File: config.mk
export PLATFORM = sky130hd
export DESIGN_NAME = hill_cipher_pair
export DESIGN_NICKNAME = d
export VERILOG_FILES = /design/src/hw/rtl/hcp_pkg.sv /design/src/hw/rtl/hill_cipher_pair.sv /design/src/hw/rtl/hcp_keymat.sv
export SDC_FILE = /design/constraint.sdc
export NUM_CORES = 1
export LEC_CHECK = 0
export CORE_ASPECT_RATIO = 1.25
export CORE_MARGIN = 5
export CORE_UTILIZATION = 60
export DETAILED_ROUTE_END_ITERATION = 8
export DONT_BUFFER_PORTS = 1
export GPL_TIMING_DRIVEN = 0
export HOLD_SLACK_MARGIN = 0.1
export PLACE_DENSITY = 0.85
export SLEW_MARGIN = 40
export SYNTH_ARGS = -nofsm -noshare
export SYNTH_HDL_FRONTEND = slang
export SYNTH_SLANG_ARGS = --single-unit
File: constraint.sdc
create_clock -name clk -period 11.2 [get_ports clk]
set_input_delay 2.24 -clock clk [delete_from_list [all_inputs] [get_ports clk]]
set_output_delay 2.24 -clock clk [all_outputs]
set_load 0.02 [all_outputs]
File: src/hw/rtl/hcp_pkg.sv
// Shared types, constants and mod-26 helpers for the 2x2 Hill cipher pair block.
package hcp_pkg;

	localparam int LetterW = 5;
	localparam int ProdW   = 2 * LetterW;
	localparam int SumW    = ProdW + 1;
	localparam int AddrW   = 3;
	localparam int DataW   = 5;

	localparam logic [LetterW-1:0] ALPHA = 5'd26 - 5'd0;

	// register indexes on the configuration port
	localparam logic [AddrW-1:0] REG_KEY_R0C0  = 3'd0;
	localparam logic [AddrW-1:0] REG_KEY_R0C1  = 3'd1;
	localparam logic [AddrW-1:0] REG_KEY_R1C0  = 3'd2;
	localparam logic [AddrW-1:0] REG_KEY_R1C1  = 3'd3;
	localparam logic [AddrW-1:0] REG_DIRECTION = 3'd4;

	localparam logic DIR_ENCRYPT = 1'b0;
	localparam logic DIR_DECRYPT = 1'b1;

	typedef logic [LetterW-1:0] letter_t;
	typedef logic [ProdW-1:0]   prod_t;

	typedef struct packed {
		letter_t m00;
		letter_t m01;
		letter_t m10;
		letter_t m11;
	} matrix_t;

	// load enables of the key stages, driven from the top level handshake chain
	typedef struct packed {
		logic s1;
		logic s2;
		logic s3;
		logic s4;
		logic s5;
	} key_en_t;

	// 5-bit value into 0..25
	function automatic letter_t red26(input letter_t v);
		letter_t r;
		r = (v >= ALPHA) ? letter_t'(v - ALPHA) : v;
		return r;
	endfunction

	// (26 - v) mod 26 for v in 0..25
	function automatic letter_t neg26(input letter_t v);
		letter_t r;
		r = (v == '0) ? '0 : letter_t'(ALPHA - v);
		return r;
	endfunction

	// x mod 26 for x up to 1250: reciprocal 39/1024 underestimates the
	// quotient by at most one, so a single compare and subtract corrects it
	function automatic letter_t mod26(input logic [SumW-1:0] x);
		logic [SumW+5:0] prod;
		logic [6:0]      q;
		logic [SumW-1:0] r;
		letter_t         res;
		prod = {6'd0, x} * 17'd39;
		q    = prod[SumW+5:10];
		r    = x - (SumW'(q) * SumW'(26));
		res  = (r >= SumW'(26)) ? letter_t'(r - SumW'(26)) : letter_t'(r);
		return res;
	endfunction

	// inverse mod 26; zero where none exists
	function automatic letter_t inv26(input letter_t d);
		letter_t r;
		case (d)
			5'd1:    r = 5'd1;
			5'd3:    r = 5'd9;
			5'd5:    r = 5'd21;
			5'd7:    r = 5'd15;
			5'd9:    r = 5'd3;
			5'd11:   r = 5'd19;
			5'd15:   r = 5'd7;
			5'd17:   r = 5'd23;
			5'd19:   r = 5'd11;
			5'd21:   r = 5'd5;
			5'd23:   r = 5'd17;
			5'd25:   r = 5'd25;
			default: r = 5'd0;
		endcase
		return r;
	endfunction

endpackage

File: src/hw/rtl/hill_cipher_pair.sv
// Top level of the 2x2 Hill cipher pair block: config registers, letter pipeline, output.
// Takes one letter pair per cycle while in_ready is high and returns one transformed pair
// per pair, in order. The pipeline has seven stages: key reduction, determinant,
// inverse lookup, adjugate products, matrix reduction mod 26, letter products and the
// final mod-26 sum. Each stage holds its item under backpressure and frees as soon as
// the next one moves, so bubbles close up. With direction set and a key whose
// determinant is not a unit mod 26, the results carry key_invalid and zero letters.
// Key registers may only be written with the pipeline empty.
module hill_cipher_pair (
	input  logic                           clk,
	input  logic                           arst_n,
	input  logic                           cfg_we,
	input  logic [hcp_pkg::AddrW-1:0]      cfg_addr,
	input  logic [hcp_pkg::DataW-1:0]      cfg_wdata,
	input  logic                           in_valid,
	output logic                           in_ready,
	input  logic [4:0]                     letter_first,
	input  logic [4:0]                     letter_second,
	output logic                           out_valid,
	input  logic                           out_ready,
	output logic [4:0]                     out_first,
	output logic [4:0]                     out_second,
	output logic                           key_invalid
);

	hcp_pkg::letter_t key_r0c0_q, key_r0c1_q, key_r1c0_q, key_r1c1_q;
	logic             direction_q;

	logic v_s1, v_s2, v_s3, v_s4, v_s5, v_s6, v_s7;
	logic en1, en2, en3, en4, en5, en6, en7;

	hcp_pkg::letter_t p0_s1, p1_s1, p0_s2, p1_s2, p0_s3, p1_s3;
	hcp_pkg::letter_t p0_s4, p1_s4, p0_s5, p1_s5;
	hcp_pkg::prod_t   q00_s6, q01_s6, q10_s6, q11_s6;
	logic             invalid_s6;

	hcp_pkg::key_en_t key_en;
	hcp_pkg::matrix_t mat_s5;
	logic             invalid_s5;

	always_ff @(posedge clk or negedge arst_n) begin
		if (!arst_n) begin
			key_r0c0_q  <= 5'd3;
			key_r0c1_q  <= 5'd3;
			key_r1c0_q  <= 5'd2;
			key_r1c1_q  <= 5'd5;
			direction_q <= hcp_pkg::DIR_ENCRYPT;
		end else if (cfg_we) begin
			unique case (cfg_addr)
				hcp_pkg::REG_KEY_R0C0:  key_r0c0_q  <= cfg_wdata;
				hcp_pkg::REG_KEY_R0C1:  key_r0c1_q  <= cfg_wdata;
				hcp_pkg::REG_KEY_R1C0:  key_r1c0_q  <= cfg_wdata;
				hcp_pkg::REG_KEY_R1C1:  key_r1c1_q  <= cfg_wdata;
				hcp_pkg::REG_DIRECTION: direction_q <= cfg_wdata[0];
				default: ;
			endcase
		end
	end

	// a stage loads when empty or when its item moves on
	assign en7 = !v_s7 || out_ready;
	assign en6 = !v_s6 || en7;
	assign en5 = !v_s5 || en6;
	assign en4 = !v_s4 || en5;
	assign en3 = !v_s3 || en4;
	assign en2 = !v_s2 || en3;
	assign en1 = !v_s1 || en2;
	assign in_ready = en1;

	assign key_en = '{s1: en1, s2: en2, s3: en3, s4: en4, s5: en5};

	always_ff @(posedge clk or negedge arst_n) begin
		if (!arst_n) begin
			v_s1 <= 1'b0;
			v_s2 <= 1'b0;
			v_s3 <= 1'b0;
			v_s4 <= 1'b0;
			v_s5 <= 1'b0;
			v_s6 <= 1'b0;
			v_s7 <= 1'b0;
		end else begin
			if (en1) v_s1 <= in_valid;
			if (en2) v_s2 <= v_s1;
			if (en3) v_s3 <= v_s2;
			if (en4) v_s4 <= v_s3;
			if (en5) v_s5 <= v_s4;
			if (en6) v_s6 <= v_s5;
			if (en7) v_s7 <= v_s6;
		end
	end

	hcp_keymat u_keymat (
		.clk        (clk),
		.en         (key_en),
		.key_r0c0   (key_r0c0_q),
		.key_r0c1   (key_r0c1_q),
		.key_r1c0   (key_r1c0_q),
		.key_r1c1   (key_r1c1_q),
		.direction  (direction_q),
		.mat_s5     (mat_s5),
		.invalid_s5 (invalid_s5)
	);

	always_ff @(posedge clk) begin
		if (en1) begin
			p0_s1 <= hcp_pkg::red26(letter_first);
			p1_s1 <= hcp_pkg::red26(letter_second);
		end
		if (en2) begin
			p0_s2 <= p0_s1;
			p1_s2 <= p1_s1;
		end
		if (en3) begin
			p0_s3 <= p0_s2;
			p1_s3 <= p1_s2;
		end
		if (en4) begin
			p0_s4 <= p0_s3;
			p1_s4 <= p1_s3;
		end
		if (en5) begin
			p0_s5 <= p0_s4;
			p1_s5 <= p1_s4;
		end
		if (en6) begin
			q00_s6     <= hcp_pkg::prod_t'(p0_s5) * hcp_pkg::prod_t'(mat_s5.m00);
			q10_s6     <= hcp_pkg::prod_t'(p1_s5) * hcp_pkg::prod_t'(mat_s5.m10);
			q01_s6     <= hcp_pkg::prod_t'(p0_s5) * hcp_pkg::prod_t'(mat_s5.m01);
			q11_s6     <= hcp_pkg::prod_t'(p1_s5) * hcp_pkg::prod_t'(mat_s5.m11);
			invalid_s6 <= invalid_s5;
		end
		if (en7) begin
			out_first   <= hcp_pkg::mod26({1'b0, q00_s6} + {1'b0, q10_s6});
			out_second  <= hcp_pkg::mod26({1'b0, q01_s6} + {1'b0, q11_s6});
			key_invalid <= invalid_s6;
		end
	end

	assign out_valid = v_s7;

`ifndef SYNTHESIS
	a_invalid_zero: assert property (@(posedge clk) disable iff (!arst_n)
		out_valid && key_invalid |-> out_first == '0 && out_second == '0)
		else $error("invalid key item with non-zero letters");

	a_out_range: assert property (@(posedge clk) disable iff (!arst_n)
		out_valid |-> out_first < 5'd26 && out_second < 5'd26)
		else $error("output letter out of range");

	a_stall_only_when_blocked: assert property (@(posedge clk) disable iff (!arst_n)
		!in_ready |-> out_valid && !out_ready)
		else $error("input held off with free output");

	a_invalid_only_decrypt: assert property (@(posedge clk) disable iff (!arst_n)
		v_s5 && invalid_s5 |-> mat_s5 == '0)
		else $error("non-zero matrix for key without inverse");
`endif

endmodule

File: src/hw/rtl/hcp_keymat.sv
// Five-stage key path: reduces the key, inverts it mod 26 when decrypting.
module hcp_keymat (
	input  logic                 clk,
	input  hcp_pkg::key_en_t     en,
	input  hcp_pkg::letter_t     key_r0c0,
	input  hcp_pkg::letter_t     key_r0c1,
	input  hcp_pkg::letter_t     key_r1c0,
	input  hcp_pkg::letter_t     key_r1c1,
	input  logic                 direction,
	output hcp_pkg::matrix_t     mat_s5,
	output logic                 invalid_s5
);

	hcp_pkg::letter_t a_s1, b_s1, c_s1, d_s1, nb_s1, nc_s1;
	hcp_pkg::prod_t   ad_s1, bc_s1;
	logic             dir_s1;

	hcp_pkg::letter_t a_s2, b_s2, c_s2, d_s2, nb_s2, nc_s2, adr_s2, bcr_s2;
	logic             dir_s2;

	hcp_pkg::letter_t a_s3, b_s3, c_s3, d_s3, nb_s3, nc_s3, di_s3;
	logic             dir_s3;

	hcp_pkg::letter_t a_s4, b_s4, c_s4, d_s4;
	hcp_pkg::prod_t   p00_s4, p01_s4, p10_s4, p11_s4;
	logic             dir_s4, invalid_s4;

	hcp_pkg::letter_t a_r, b_r, c_r, d_r;
	logic [5:0]       det_raw;
	hcp_pkg::letter_t det;

	assign a_r = hcp_pkg::red26(key_r0c0);
	assign b_r = hcp_pkg::red26(key_r0c1);
	assign c_r = hcp_pkg::red26(key_r1c0);
	assign d_r = hcp_pkg::red26(key_r1c1);

	// adr + 26 - bcr stays below 52
	assign det_raw = 6'(adr_s2) + 6'd26 - 6'(bcr_s2);
	assign det = (det_raw >= 6'd26) ? hcp_pkg::letter_t'(det_raw - 6'd26)
		: hcp_pkg::letter_t'(det_raw);

	always_ff @(posedge clk) begin
		if (en.s1) begin
			a_s1   <= a_r;
			b_s1   <= b_r;
			c_s1   <= c_r;
			d_s1   <= d_r;
			nb_s1  <= hcp_pkg::neg26(b_r);
			nc_s1  <= hcp_pkg::neg26(c_r);
			ad_s1  <= hcp_pkg::prod_t'(a_r) * hcp_pkg::prod_t'(d_r);
			bc_s1  <= hcp_pkg::prod_t'(b_r) * hcp_pkg::prod_t'(c_r);
			dir_s1 <= direction;
		end
		if (en.s2) begin
			a_s2   <= a_s1;
			b_s2   <= b_s1;
			c_s2   <= c_s1;
			d_s2   <= d_s1;
			nb_s2  <= nb_s1;
			nc_s2  <= nc_s1;
			adr_s2 <= hcp_pkg::mod26({1'b0, ad_s1});
			bcr_s2 <= hcp_pkg::mod26({1'b0, bc_s1});
			dir_s2 <= dir_s1;
		end
		if (en.s3) begin
			a_s3   <= a_s2;
			b_s3   <= b_s2;
			c_s3   <= c_s2;
			d_s3   <= d_s2;
			nb_s3  <= nb_s2;
			nc_s3  <= nc_s2;
			di_s3  <= hcp_pkg::inv26(det);
			dir_s3 <= dir_s2;
		end
		if (en.s4) begin
			a_s4       <= a_s3;
			b_s4       <= b_s3;
			c_s4       <= c_s3;
			d_s4       <= d_s3;
			p00_s4     <= hcp_pkg::prod_t'(di_s3) * hcp_pkg::prod_t'(d_s3);
			p01_s4     <= hcp_pkg::prod_t'(di_s3) * hcp_pkg::prod_t'(nb_s3);
			p10_s4     <= hcp_pkg::prod_t'(di_s3) * hcp_pkg::prod_t'(nc_s3);
			p11_s4     <= hcp_pkg::prod_t'(di_s3) * hcp_pkg::prod_t'(a_s3);
			dir_s4     <= dir_s3;
			invalid_s4 <= (dir_s3 == hcp_pkg::DIR_DECRYPT) && (di_s3 == '0);
		end
		// when decrypting with no inverse all products are zero, so the matrix clears itself
		if (en.s5) begin
			if (dir_s4 == hcp_pkg::DIR_DECRYPT) begin
				mat_s5.m00 <= hcp_pkg::mod26({1'b0, p00_s4});
				mat_s5.m01 <= hcp_pkg::mod26({1'b0, p01_s4});
				mat_s5.m10 <= hcp_pkg::mod26({1'b0, p10_s4});
				mat_s5.m11 <= hcp_pkg::mod26({1'b0, p11_s4});
			end else begin
				mat_s5.m00 <= a_s4;
				mat_s5.m01 <= b_s4;
				mat_s5.m10 <= c_s4;
				mat_s5.m11 <= d_s4;
			end
			invalid_s5 <= invalid_s4;
		end
	end

endmodule

==> results.ini <==
[cts]
cts_sinks=341
cts_tree=yes
cts_max_path_buffers=3
h-tree-depth=2
cts_buffers=37
ctsHoldBuffers=0
cts-root-buf=clkbuf_16
postCtsSetupRepairBufs=0
clk_latency_ps=540
path_clk_slew_ps=60
ctsResizeCount=0

[routing]
drt_pass1_iterations=9
drtIter0Drc=1104
routedWlPerCell_um=16.4
drc_errors=0
drtAntennaViolNets=0
drt_wl_total_mm=67.6
via_per_inst=5.77
route.vias.total=23727

[worst_hold_path]
hold_class=flip-flop to flip-flop

[sta]
clock_skew_ps=23.5
setup_viol=0
rsz0062_at_grt=false
worst_pin_slew_ps=870
clock.fmax_mhz=106
period_minus_slack_ps=9430
maxSlewViolCount=0
slew_headroom=0.419
hold_violations=0
fin_setup_tns_ps=0
whs_ps=416
fin_crit_sh=0.842

[place]
port_buffers=0
place.gp.congestion=0.860
post-dp-hpwl_mm=53.9

[final_layout]
diodes=0
drive_gt1_frac=0.0452
area_delta_synth_final_pct=6.77
fin_nets=4212

[setup_path]
max_stage_delay_ps=610
worstPathRequired_ps=11480
path_common_cell=ha_1
endpoint_kind=flip-flop
crit_fanout=6
critical_path_arrival_ps=9710
cp-start-kind=flip-flop
critical_path.slowest_cell=a2111oi_0
path_class=flip-flop to flip-flop

[global_route]
gr-total-overflow=0
antenna_found_initial=0
grt_pass1_vias=25299
track_usage=0.220
grt_max_degree=44
grt_pass1_wl_mm=115

[synth]
async_reset_ff_frac=0.0821
yosysMostFrequentCell=ha_1
synthTopCellsByArea=edfxtp_1, ha_1, fa_1
yosys_register_bits=341
synth_cell_types=84
seq_area_frac_synth=0.294
synth_edf_count=313
synth_common_cells=ha_1, inv_1, edfxtp_1
avgSynthCellArea_sq_um=10.5
syn_nets=4163
synth_area_sq_mm=0.0344
syn_inst=3285
yosys_warnings=0
synth_top_cell_area_share=0.273
synth_ff_type=edfxtp_1
synth_top_area_cell=edfxtp_1

[run]
cap_violations=0

[die]
initial_utilization=0.603
rows=98
die_area_sq_mm=0.0622
pin_count=36
core_area_sq_mm=0.0570
die_x_um=224
die_h_um=278

[run_status]
status=completed

==> cell usage in the layout (no fill, tap or decap), types with 7 or more instances in the layout <==
cell type	instances
or2_2	14
buf_4	8
a21o_1	54
inv_1	556
nand2_1	177
nand2b_1	25
mux2i_1	11
dfstp_2	7
clkbuf_1	31
a211oi_1	10
a31o_2	10
mux2_2	18
ha_1	616
nor3_1	46
o21a_1	33
nor2_1	130
o211ai_1	15
nand4_1	10
dfrtp_1	21
and2_1	145
nor2b_1	34
o21ai_0	86
xor2_1	66
xnor2_1	158
nand3_1	39
or3_1	19
fa_1	239
or4_1	10
o21bai_1	49
a21boi_0	10
and3_1	13
a31oi_1	16
a21oi_1	172
edfxtp_1	313
o31ai_1	14
clkbuf_16	38
==> cell families after synthesis <==
family	synth area share
and+or+nand+nor	0.105
adders and majority gates	0.363
muxes	0.00910
buffers and inverters	0.0642
DFF	0.294
AOI/OAI and AO/OA	0.105
xor gates and xnor gates	0.0596
==> worst max-delay path: cells and delay by family, from the launching register on <==
kind | cells | cell delay, ps
AO/OA/AOI/OAI | 15 | 3690
multiplexers | 1 | 110
XOR/XNOR | 3 | 750
buffers and inverters | 5 | 430
AND/OR/NAND/NOR | 2 | 320
flip-flops | 1 | 420
adder cells (fa/ha/maj) | 9 | 3440
==> per-stage QoR <==
| stage | cell area (sq um) | utilization | cells | setup slack, ps |
|---|---|---|---|---|
| after global routing | 36700 | 0.644 | 4112 | 938 |
| after floorplan | 34400 | - | 3285 | 2850 |
| after global placement | 35300 | 0.620 | 4035 | 1790 |
| final | 36700 | 0.644 | 4112 | 1770 |
| after CTS | 36700 | 0.644 | 4112 | 1770 |
| after detailed placement | 35500 | 0.622 | 4045 | 1800 |
==> state kept, by name (all words and copies together), names as in the netlist, 10 cells and up <==
signal and count:
u_keymat.mat_s5 20, u_keymat.p00_s4 10, q11_s6 10, u_keymat.p01_s4 10, q01_s6 10, q10_s6 10
u_keymat.bc_s1 10, q00_s6 10, u_keymat.p11_s4 10, u_keymat.ad_s1 10, u_keymat.p10_s4 10
==> final cells by class <==
class	count	area (sq um)
clock buffer	42	976
inverter	558	2100
clock inverter	25	231
tap	750	938
multi-input combinational	2357	22100
fill	4174	20300
timing repair buffer	10	113
sequential	341	10100
buffer	29	113
==> worst paths after layout <==
| check | cells past startpoint | to | slack [ps] | startpoint |
|---|---|---|---|---|
| worst max-delay path | 35 | out_first[2]$_DFFE_PP_ | 1770 | q00_s6[1]$_DFFE_PP_ |
| worst min-delay path | 0 | u_keymat.c_s2[2]$_DFFE_PP_ | 420 | u_keymat.c_s1[2]$_DFFE_PP_ |
| worst max register to register | 35 | out_first[2]$_DFFE_PP_ | 1770 | q00_s6[1]$_DFFE_PP_ |
| worst min register to register | 0 | u_keymat.c_s2[2]$_DFFE_PP_ | 420 | u_keymat.c_s1[2]$_DFFE_PP_ |
| max in group asynchronous | 0 | key_r0c1_q[0]$_DFFE_PN1P_ | 9640 | arst_n |
| min in group asynchronous | 0 | key_r0c0_q[2]$_DFFE_PN0P_ | 1380 | arst_n |
==> routing by layer <==
metal / track usage / vias to the layer above / wire length [um]
li1: - / 11382 / -
met1: 0.241 / 11528 / 25100
met2: 0.426 / 599 / 37000
met3: 0.0237 / 218 / 2420
met4: 0.0933 / 0 / 3080
met5: 0 / - / 0
Power is not shown: default switching activity piles up to over one toggle a cycle in this logic, so the estimate is an artifact.
